**src/rmf_pkg.sv**
```systemverilog
`default_nettype none

package rmf_pkg;

    // width of the window length register and its value after reset
    localparam int CFG_BITS     = 9;
    localparam int WINDOW_RESET = 16;

    // item sequencer
    typedef enum logic [1:0] {
        ST_IDLE,
        ST_UPDATE,
        ST_DIVIDE
    } rmf_state_t;

    // divider phases
    typedef enum logic [1:0] {
        DIV_IDLE,
        DIV_PREP,
        DIV_RUN,
        DIV_SIGN
    } rmf_div_state_t;

endpackage

`default_nettype wire

```
**src/rmf_ram.sv**
```systemverilog
`default_nettype none

module rmf_ram #(
    parameter int WIDTH = 16,
    parameter int DEPTH = 256
) (
    input  wire logic                     clk,
    input  wire logic                     we,
    input  wire logic [$clog2(DEPTH)-1:0] waddr,
    input  wire logic [WIDTH-1:0]         wdata,
    input  wire logic                     re,
    input  wire logic [$clog2(DEPTH)-1:0] raddr,
    output logic      [WIDTH-1:0]         rdata
);

    logic [WIDTH-1:0] mem [DEPTH];

    always_ff @(posedge clk)
    begin
        if (we)
        begin
            mem[waddr] <= wdata;
        end
        if (re)
        begin
            rdata <= mem[raddr];
        end
    end

endmodule

`default_nettype wire

```
**src/rmf_div.sv**
```systemverilog
`default_nettype none

module rmf_div
    import rmf_pkg::*;
#(
    parameter int DIVIDEND_BITS = 24,
    parameter int DIVISOR_BITS  = 9,
    parameter int RESULT_BITS   = 16
) (
    input  wire logic                            clk,
    input  wire logic                            rst_n,
    input  wire logic                            start,
    input  wire logic signed [DIVIDEND_BITS-1:0] dividend,
    input  wire logic        [DIVISOR_BITS-1:0]  divisor,
    output logic                                 valid,
    output logic             [RESULT_BITS-1:0]   quotient
);

    // two quotient bits per cycle, dividend padded to an even width
    localparam int DIV_STEPS = (DIVIDEND_BITS + 1) / 2;
    localparam int DIV_BITS  = 2 * DIV_STEPS;
    localparam int STEP_BITS = (DIV_STEPS > 1) ? $clog2(DIV_STEPS) : 1;

    rmf_div_state_t                   state_reg, state_next;
    logic                             valid_reg, valid_next;
    logic        [STEP_BITS-1:0]      step_reg, step_next;
    logic signed [DIVIDEND_BITS-1:0]  dividend_reg, dividend_next;
    logic        [DIVISOR_BITS-1:0]   divisor_reg, divisor_next;
    logic                             neg_reg, neg_next;
    logic        [DIV_BITS-1:0]       quo_reg, quo_next;
    logic        [DIVISOR_BITS-1:0]   rem_reg, rem_next;
    logic        [RESULT_BITS-1:0]    result_reg, result_next;

    logic        [DIVIDEND_BITS-1:0]  magnitude;
    logic        [DIV_BITS-1:0]       quo_step;
    logic        [DIVISOR_BITS-1:0]   rem_step;
    logic        [DIV_BITS-1:0]       quo_neg;

    assign magnitude = dividend_reg[DIVIDEND_BITS-1] ? DIVIDEND_BITS'(-dividend_reg)
                                                     : DIVIDEND_BITS'(dividend_reg);
    assign quo_neg   = DIV_BITS'(~quo_reg + 1'b1);

    // two restoring steps
    always_comb
    begin
        logic [DIVISOR_BITS:0] trial;
        logic [DIV_BITS-1:0]   q;
        logic [DIVISOR_BITS-1:0] r;
        q = quo_reg;
        r = rem_reg;
        for (int i = 0; i < 2; i++)
        begin
            trial = {r, q[DIV_BITS-1]};
            q     = {q[DIV_BITS-2:0], 1'b0};
            if (trial >= {1'b0, divisor_reg})
            begin
                trial = trial - {1'b0, divisor_reg};
                q[0]  = 1'b1;
            end
            r = trial[DIVISOR_BITS-1:0];
        end
        quo_step = q;
        rem_step = r;
    end

    always_comb
    begin
        state_next    = state_reg;
        valid_next    = valid_reg;
        step_next     = step_reg;
        dividend_next = dividend_reg;
        divisor_next  = divisor_reg;
        neg_next      = neg_reg;
        quo_next      = quo_reg;
        rem_next      = rem_reg;
        result_next   = result_reg;
        unique case (state_reg)
            DIV_IDLE:
            begin
                if (start)
                begin
                    dividend_next = dividend;
                    divisor_next  = divisor;
                    valid_next    = 1'b0;
                    state_next    = DIV_PREP;
                end
            end
            DIV_PREP:
            begin
                neg_next   = dividend_reg[DIVIDEND_BITS-1];
                quo_next   = DIV_BITS'(magnitude);
                rem_next   = '0;
                step_next  = '0;
                state_next = DIV_RUN;
            end
            DIV_RUN:
            begin
                quo_next  = quo_step;
                rem_next  = rem_step;
                step_next = step_reg + 1'b1;
                if (step_reg == STEP_BITS'(DIV_STEPS - 1))
                begin
                    state_next = DIV_SIGN;
                end
            end
            DIV_SIGN:
            begin
                result_next = neg_reg ? quo_neg[RESULT_BITS-1:0] : quo_reg[RESULT_BITS-1:0];
                valid_next  = 1'b1;
                state_next  = DIV_IDLE;
            end
            default:
            begin
                state_next = DIV_IDLE;
            end
        endcase
    end

    always_ff @(posedge clk or negedge rst_n)
    begin
        if (!rst_n)
        begin
            state_reg <= DIV_IDLE;
            valid_reg <= 1'b0;
            step_reg  <= '0;
        end
        else
        begin
            state_reg <= state_next;
            valid_reg <= valid_next;
            step_reg  <= step_next;
        end
    end

    always_ff @(posedge clk)
    begin
        dividend_reg <= dividend_next;
        divisor_reg  <= divisor_next;
        neg_reg      <= neg_next;
        quo_reg      <= quo_next;
        rem_reg      <= rem_next;
        result_reg   <= result_next;
    end

    assign valid    = valid_reg;
    assign quotient = result_reg;

endmodule

`default_nettype wire

```
**src/rolling_mean_filter.sv**
```systemverilog
// rolling_mean_filter: moving average of signed samples over a window of
// window_length samples (1 to WINDOW_MAX; zero acts as one, larger values
// are clamped to WINDOW_MAX).
// channels
//   cfg_valid/cfg_ready + window_length: register write, always ready; a
//     write clears the running sum, fill count and ring position
//   in_valid/in_ready + sample: one item in, one item out
//   out_valid/out_ready + mean: sum of the samples in the window divided
//     by how many have been seen (at most the window), toward zero
// path: ring read at acceptance, update of sum and fill, then the
//   divider's prep, run and sign phases, then the output register
// a new item is taken only once the last mean has gone to the output
//   register; the radix-4 divider takes two quotient bits per cycle; the ring lives
//   in a single-port-write synchronous RAM read once and written once
// in_ready is low while an item is in flight or a cfg write is pending
// a stalled receiver holds mean in the output register; the next item is
//   still taken and waits in the divider until the register frees up
// reset: window length 16, sum, count and position zero; ring entries
//   not yet written in the current window read as zero through the fill
//   count, so no clearing pass is needed
`default_nettype none

module rolling_mean_filter
    import rmf_pkg::*;
#(
    parameter int WINDOW_MAX  = 256,
    parameter int SAMPLE_BITS = 16
) (
    input  wire logic                   clk,
    input  wire logic                   rst_n,
    input  wire logic                   cfg_valid,
    output logic                        cfg_ready,
    input  wire logic [CFG_BITS-1:0]    window_length,
    input  wire logic                   in_valid,
    output logic                        in_ready,
    input  wire logic [SAMPLE_BITS-1:0] sample,
    output logic                        out_valid,
    input  wire logic                   out_ready,
    output logic      [SAMPLE_BITS-1:0] mean
);

    localparam int POS_BITS   = $clog2(WINDOW_MAX);
    localparam int COUNT_BITS = $clog2(WINDOW_MAX + 1);
    localparam int SUM_BITS   = SAMPLE_BITS + $clog2(WINDOW_MAX);
    localparam int CMP_BITS   = (CFG_BITS > COUNT_BITS) ? CFG_BITS : COUNT_BITS;
    localparam int RESET_N    = (WINDOW_RESET > WINDOW_MAX) ? WINDOW_MAX : WINDOW_RESET;

    rmf_state_t                   state_reg, state_next;
    logic        [COUNT_BITS-1:0] window_reg, window_next;
    logic signed [SUM_BITS-1:0]   sum_reg, sum_next;
    logic        [COUNT_BITS-1:0] fill_reg, fill_next;
    logic        [POS_BITS-1:0]   pos_reg, pos_next;
    logic        [SAMPLE_BITS-1:0] sample_reg, sample_next;
    logic                         out_valid_reg, out_valid_next;
    logic        [SAMPLE_BITS-1:0] mean_reg, mean_next;

    logic                         in_accept;
    logic                         cfg_accept;
    logic        [CMP_BITS-1:0]   cfg_ext;
    logic        [COUNT_BITS-1:0] cfg_window;

    // ring memory
    logic                         ram_we;
    logic        [SAMPLE_BITS-1:0] ram_rdata;

    // update path
    logic                         warming;
    logic        [SAMPLE_BITS-1:0] oldest;
    logic signed [SUM_BITS-1:0]   oldest_ext;
    logic signed [SUM_BITS-1:0]   sample_ext;
    logic        [COUNT_BITS-1:0] pos_inc;

    // divider
    logic                         div_start;
    logic                         div_valid;
    logic        [SAMPLE_BITS-1:0] div_quotient;

    assign cfg_ready  = 1'b1;
    assign cfg_accept = cfg_valid && cfg_ready;
    assign in_ready   = (state_reg == ST_IDLE) && !cfg_valid;
    assign in_accept  = in_valid && in_ready;

    // clamp the written length into 1..WINDOW_MAX
    assign cfg_ext    = CMP_BITS'(window_length);
    assign cfg_window = (cfg_ext == '0) ? COUNT_BITS'(1)
                      : (cfg_ext > CMP_BITS'(WINDOW_MAX)) ? COUNT_BITS'(WINDOW_MAX)
                      : COUNT_BITS'(cfg_ext);

    // an entry not yet written since the last clear reads as zero
    assign warming    = fill_reg < window_reg;
    assign oldest     = warming ? '0 : ram_rdata;
    assign oldest_ext = {{(SUM_BITS - SAMPLE_BITS){oldest[SAMPLE_BITS-1]}}, oldest};
    assign sample_ext = {{(SUM_BITS - SAMPLE_BITS){sample_reg[SAMPLE_BITS-1]}}, sample_reg};
    assign pos_inc    = COUNT_BITS'(pos_reg) + 1'b1;

    assign ram_we     = (state_reg == ST_UPDATE);
    assign div_start  = (state_reg == ST_UPDATE);

    rmf_ram #(
        .WIDTH (SAMPLE_BITS),
        .DEPTH (WINDOW_MAX)
    ) u_ring (
        .clk   (clk),
        .we    (ram_we),
        .waddr (pos_reg),
        .wdata (sample_reg),
        .re    (in_accept),
        .raddr (pos_reg),
        .rdata (ram_rdata)
    );

    rmf_div #(
        .DIVIDEND_BITS (SUM_BITS),
        .DIVISOR_BITS  (COUNT_BITS),
        .RESULT_BITS   (SAMPLE_BITS)
    ) u_div (
        .clk      (clk),
        .rst_n    (rst_n),
        .start    (div_start),
        .dividend (sum_next),
        .divisor  (fill_next),
        .valid    (div_valid),
        .quotient (div_quotient)
    );

    always_comb
    begin
        state_next     = state_reg;
        window_next    = window_reg;
        sum_next       = sum_reg;
        fill_next      = fill_reg;
        pos_next       = pos_reg;
        sample_next    = sample_reg;
        out_valid_next = out_valid_reg;
        mean_next      = mean_reg;

        // receiver drains the output register
        if (out_valid_reg && out_ready)
        begin
            out_valid_next = 1'b0;
        end

        unique case (state_reg)
            ST_IDLE:
            begin
                // ring read of the oldest entry goes out with the accept
                if (in_accept)
                begin
                    sample_next = sample;
                    state_next  = ST_UPDATE;
                end
            end
            ST_UPDATE:
            begin
                // swap oldest for newest, write back, start the divide
                sum_next   = sum_reg - oldest_ext + sample_ext;
                fill_next  = warming ? fill_reg + 1'b1 : fill_reg;
                pos_next   = (pos_inc == window_reg) ? '0 : pos_inc[POS_BITS-1:0];
                state_next = ST_DIVIDE;
            end
            ST_DIVIDE:
            begin
                if (div_valid && (!out_valid_reg || out_ready))
                begin
                    mean_next      = div_quotient;
                    out_valid_next = 1'b1;
                    state_next     = ST_IDLE;
                end
            end
            default:
            begin
                state_next = ST_IDLE;
            end
        endcase

        // a window write restarts the history
        if (cfg_accept)
        begin
            window_next = cfg_window;
            sum_next    = '0;
            fill_next   = '0;
            pos_next    = '0;
        end
    end

    always_ff @(posedge clk or negedge rst_n)
    begin
        if (!rst_n)
        begin
            state_reg     <= ST_IDLE;
            window_reg    <= COUNT_BITS'(RESET_N);
            sum_reg       <= '0;
            fill_reg      <= '0;
            pos_reg       <= '0;
            out_valid_reg <= 1'b0;
        end
        else
        begin
            state_reg     <= state_next;
            window_reg    <= window_next;
            sum_reg       <= sum_next;
            fill_reg      <= fill_next;
            pos_reg       <= pos_next;
            out_valid_reg <= out_valid_next;
        end
    end

    always_ff @(posedge clk)
    begin
        sample_reg <= sample_next;
        mean_reg   <= mean_next;
    end

    assign out_valid = out_valid_reg;
    assign mean      = mean_reg;

endmodule

`default_nettype wire

```
**config.mk**
```make
export PLATFORM = sky130hd
export DESIGN_NAME = rolling_mean_filter
export DESIGN_NICKNAME = d
export VERILOG_FILES = /design/src/rmf_pkg.sv /design/src/rmf_ram.sv /design/src/rmf_div.sv /design/src/rolling_mean_filter.sv
export SDC_FILE = /design/constraint.sdc
export NUM_CORES = 2
export LEC_CHECK = 0
export BUFFER_PORTS_ARGS = -buffer_cell sky130_fd_sc_hd__buf_2
export CORE_MARGIN = 3
export CORE_UTILIZATION = 54
export CTS_BUF_LIST = sky130_fd_sc_hd__clkbuf_4
export DETAILED_ROUTE_END_ITERATION = 8
export PLACE_DENSITY = 0.66
export SLEW_MARGIN = 20
export SYNTH_ARGS = -nofsm -noshare
export SYNTH_HDL_FRONTEND = slang
export SYNTH_SLANG_ARGS = --single-unit
```
**constraint.sdc**
```tcl
create_clock -name clk -period 15 [get_ports clk]
set_clock_uncertainty 0.05 [all_clocks]
set_input_delay 0.75 -clock clk [delete_from_list [all_inputs] [get_ports clk]]
set_output_delay 0.75 -clock clk [all_outputs]
set_load 0.02 [all_outputs]
```
==> Yosys cells after proc, flatten, opt, wreduce, memory -nomap -nowiden <==
Memory sizes are Yosys's and may differ from the RTL's. A register that Yosys moved wholly into a read port is not among the register bits.
Index checks and enable logic that the tools add are counted.
{ "word_totals": {"reg_bits": 175, "mem_count": 1, "input_bits": 30, "output_inout_bits": 19, "ram_bits": 4096} }
{ "classes": {"n_mux": 33, "n_addsub": 9, "magnitude_cmp": 4, "n_bitwise": 1, "eq_ne": 11, "n_reduce_logical": 19} }
{ "memory_table": {"columns": ["name", "depth", "width", "read_ports", "rd_ports_with_merged_regs", "wr", "line", "text"], "rows": [
  ["u_ring.mem", 256, 16, 1, 1, 1, "rmf_ram.sv:16", "logic [WIDTH-1:0] mem [DEPTH];"]
]} }
{ "op_table": {"columns": ["op", "count"], "rows": [
  ["two-way mux 24 bit", 3],
  ["two-way mux 9 bit", 7],
  ["case mux 24 bit (2 select lines)", 1],
  ["two-way mux 16 bit", 2],
  ["adder 24 x 16 -> 24 bit", 1],
  ["two-way mux 8 bit", 3],
  ["negator 24 bit", 1],
  ["subtractor 24 x 16 -> 24 bit", 1],
  ["greater-or-equal comparator 10 x 9 -> 1 bit", 2],
  ["case mux 9 bit (2 select lines)", 1],
  ["subtractor 9 bit", 2],
  ["adder 16 x 1 -> 16 bit (second input constant)", 1],
  ["NOT 16 bit", 1],
  ["AND reduction 2 bit", 6],
  ["adder 8 x 1 -> 9 bit (second input constant)", 1],
  ["adder 9 x 1 -> 9 bit (second input constant)", 1],
  ["== test 9 bit", 1],
  ["greater-than comparator 9 bit (second input constant)", 1],
  ["zero test 9 bit", 1],
  ["less-than comparator 9 bit", 1],
  ["two-way mux 1 bit", 8],
  ["two-way mux 2 bit", 4],
  ["case mux 2 bit (4 select lines)", 1],
  ["case mux 4 bit (2 select lines)", 1],
  ["other kinds (13)", 25]
]} }

==> Logic depth before layout (Yosys ltp) <==
{ "logic_depth": {"word_depth": 6, "depth_mapped": 20, "depth_no_buf": 20} }

==> Modules after synthesis <==
A second synthesis with hierarchy kept.
{ "unflattened": {"cells_unflattened": 8407, "hier_area_um2": 169647.7} }
{ "modules_own_cells": {"columns": ["mod", "instances", "cells_each", "seq_area_each_um2", "area_each_um2"], "rows": [
  ["rmf_ram", 1, 7360, 123478.4, 158874.9],
  ["rolling_mean_filter", 1, 607, 2288.4, 5751.8],
  ["rmf_div", 1, 440, 2667.6, 5021.1]
]} }

==> Worst setup path before layout <==
Ideal clock, no wire load.
{ "synth_timing": {"path_kind": "flip-flop to flip-flop", "from": "register sample_reg[15]", "to": "register u_div.dividend_reg[21] (data pin)", "stages_incl_launch_ff": 13, "period_less_slack_ns": 7.472, "path_slack_ns": 7.528, "t_arrival_ns": 7.162, "t_required_ns": 14.690, "path_buffers": 0, "path_cell_list": "edfxtp_1 inv_1 fa_1 inv_1 ha_1 nand2_1 or3_1 o21ai_0 a41oi_1 o21ai_0 o31ai_1 xnor2_1 a22o_1"} }
{ "synth_via": {"elab_chain_cells": 3} }
{ "synth_rtl": {"columns": ["element", "line", "text"], "rows": [
  ["start: declaration", "rolling_mean_filter.sv:53", "logic [SAMPLE_BITS-1:0] sample_reg, sample_next;"],
  ["start signal: assignment", "rolling_mean_filter.sv:210", "sample_reg <= sample_next;"],
  ["adder 24 x 16 -> 24 bit", "rolling_mean_filter.sv:156", "sum_next = sum_reg - oldest_ext + sample_ext;"],
  ["two-way mux 24 bit", "rolling_mean_filter.sv:143", "unique case (state_reg)"],
  ["two-way mux 24 bit", "rolling_mean_filter.sv:177", "if (cfg_accept)"],
  ["net sum_next[21]", "rolling_mean_filter.sv:50", "logic signed [SUM_BITS-1:0] sum_reg, sum_next;"],
  ["end signal: assignment", "rmf_div.sv:137", "dividend_reg <= dividend_next;"],
  ["end: declaration", "rmf_div.sv:27", "logic signed [DIVIDEND_BITS-1:0] dividend_reg, dividend_next;"]
]} }
The timed path passes the listed nets, and every way through them passes these cells.
A chain may end at the register's enable or synchronous reset.

==> metrics.txt <==
DRC Markers=0; starting DRC count in detailed routing=between 10000 and 15000; total non-filler cell area in the finished layout=0.189 mm²; global routing usage summed across all routing layers=between 20 and 30%; CP Max Fanout=40; Mapped Nets=about 7500; CP required=~16 ns; relative slew slack=around 18%; Via density=between 6 and 7; number of antenna violations at the first check in global routing=27; most common cell after layout, fill and taps aside=edfxtp_1; maximum count of clock buffers along a single path=5; H-tree levels=7; TritonCTS sink count=between 4000 and 5000; data arrival time at the worst-slack endpoint=7.97 ns; clock transition at the registers of the reported paths=0.07 ns; post-synthesis instance total=about 7400; share of layout cells above drive strength 1=about 39%; pins over their slew limit=0; final net count=~8800; vias=around 86000; via count of the first global-routing pass=around 87000; final wirelength=448000 µm; achievable clock frequency=0.151 GHz; final worst slack=around 8.4 ns; placed wire-length estimate=around 260000 µm; Die Wd=between 500 and 600 µm; total congestion overflow after global routing=0; Die Area=around 0.32 mm²; register with the highest flop count=u_ring.mem; maximum number of pins on one net before global-route repair=213; number of gates resized after CTS=0; Slew @ Worst Pin=1.24 ns; Area growth, synth to finish=12.8%; IO Count=between 40 and 50; DP Area=around 0.18 mm²; wire length per cell after detailed routing=33.2 µm; clock insertion delay at the later pin of the skew report=about 1.6 ns; TritonRoute pass-1 iters=8; Core Box Area=between 0.3 and 0.4 mm²; final hold violation count=0; asr flop ratio synth=around 1.4%; vertical extent of the die=around 560 µm; P_leak=about 60 nW; EDFF count, synth=4227; Synth Flop Type=edfxtp_1; clk root buf=clkbuf_4; std cell rows=roughly 200; Post-Syn Area=~0.17 mm²; number of flip-flops in the largest register=4096; number of warning messages in the yosys log=0; # port buffers=47; biggest area contributors in the synthesized netlist=edfxtp_1 76%, mux4_2 17%, dfrtp_1 0.88%, nor2_1 0.70%, mux2i_1 0.63%; TNS Setup=0 ns; unrepaired setup endpoints after global routing=false; remaining number of nets flagged by the antenna check after routing=0; power density over the cells=~140 mW/mm²; number of filler cells placed in the layout=21600; post-synthesis cell type count=70; post-synthesis area per instance=about 23 µm²; flops & latches, synth=roughly 4300; maximum VDD drop=96.6 µV; Initial Util=a little over half; highest-count cells in the layout ignoring fill and taps=4227 x edfxtp_1, 1606 x clkbuf_4, 1241 x mux4_2; clock tree from TritonCTS=done; nature of the critical path startpoint=flip-flop; Yosys top cell area share=approximately three quarters; final weighted congestion in routability-driven placement=between 0.8 and 0.9; ratio of final minimum period to clock period=44.3%; global-route wire length before repair=around 630000 µm; worst slack at placement=8.24 ns; path type of the worst min-delay path=in2reg; sequential element share of the synthesized area=roughly 77%; top cell type by total area after synthesis=edfxtp_1; post-layout min period=6.64 ns; element type at the critical path end=flip-flop; number of buffers inserted during clock tree synthesis=~1200; critical path class=reg2reg; Max-cap violations=0; run status=complete, no violations; # setup viols final=0
## synth_stat cells (24+ instances only)
master       n
buf_4       43
fa_1        25
nor3_1      43
a22oi_1     42
nand3_1     55
nand2_1    163
a21oi_1     61
clkbuf_1   158
buf_6       47
nor2b_1     49
xnor2_1     39
dfrtp_1     59
mux2i_1    105
buf_1       41
inv_1      129
xor2_1      43
mux4_2    1241
nor2_1     314
edfxtp_1  4227
ha_1        62
o21ai_0     84
buf_2      101
nand4_1     24
## cells by family (layout without fill, tap and decap cells)
kind of cell	Yosys count	count (layout)	synth area share, %
xor+xnor	83	83	0.442
fa+ha+maj	87	87	0.761
simple gates	740	740	2.00
flops	4287	4287	76.6
mux	1354	1354	17.3
buf+inv	521	2447	1.55
other cells	1	39	0.00224
compound gates	340	340	1.35
## routing by layer
metal	vias to the layer above	routed length (µm)	GRT usage [%]
met3	892	49400	8.58
met4	10	17600	12.6
met5	-	63	0
li1	34500	-	-
met1	45400	166000	38.8
met2	5360	215000	43.9
## layout make-up
cell class,count,area [µm²],area share (%)
clock buffers,1606,12100,6.37
clock inverters,191,1110,0.589
inverters,131,492,0.260
flip-flops and latches,4287,128000,67.9
diodes,38,95.1,0.0503
repair buffers,519,4250,2.24
well taps,4120,5150,2.73
multi-input cells,2605,37600,19.9
## final timing paths
| check | startpoint | to | slack, ns | depth (start not counted) |
|---|---|---|---|---|
| worst max-delay path | pos_reg[0] | u_ring.rdata[15] | 8.36 | 9 |
| worst min-delay path | cfg_valid | window_reg[8] | 0.29 | 5 |
| worst max register to register | pos_reg[0] | u_ring.rdata[15] | 8.36 | 9 |
| worst min register to register | u_div.quotient[1] | mean[1] | 0.36 | 0 |
| min in group asynchronous | rst_n | window_reg[3] | 0.30 | 4 |
| max in group asynchronous | rst_n | u_div.step_reg[0] | 13.30 | 4 |
## timing repair
item / CTS / global route
endpoints found under the setup margin: 0 / 0
hold buffers: 73 / 0
hold endpoints to repair: 189 / 0
setup buffers: 0 / 0
## through the flow
step	util, %	cells	hold WS, ns	total power [W]
finish	61.2	13500	0.295	0.0262
global route	61.2	13500	0.190	0.0273
CTS	61.1	13500	0.0936	0.0264
detailed placement	56.6	11600	0.359	0.0168
global placement	56.6	11600	0.354	0.0168
floorplan	-	7413	0.350	0.0160
## worst max-delay path: stages, from the launching register on
cell	delay [ns]
dfrtp_4	1.04
buf_4	0.69
buf_4	0.66
buf_4	0.77
mux4_2	0.60
mux4_2	0.51
a22o_1	0.28
a221oi_1	0.96
o22ai_1	0.23
or3_1	0.44
## power by group
part / internal (W) / switching (W)
Sequential: 0.0135 / 0.000119
Combinational: 0.00128 / 0.00172
Clock: 0.00511 / 0.00450
Power figures use the tool's default switching activity.
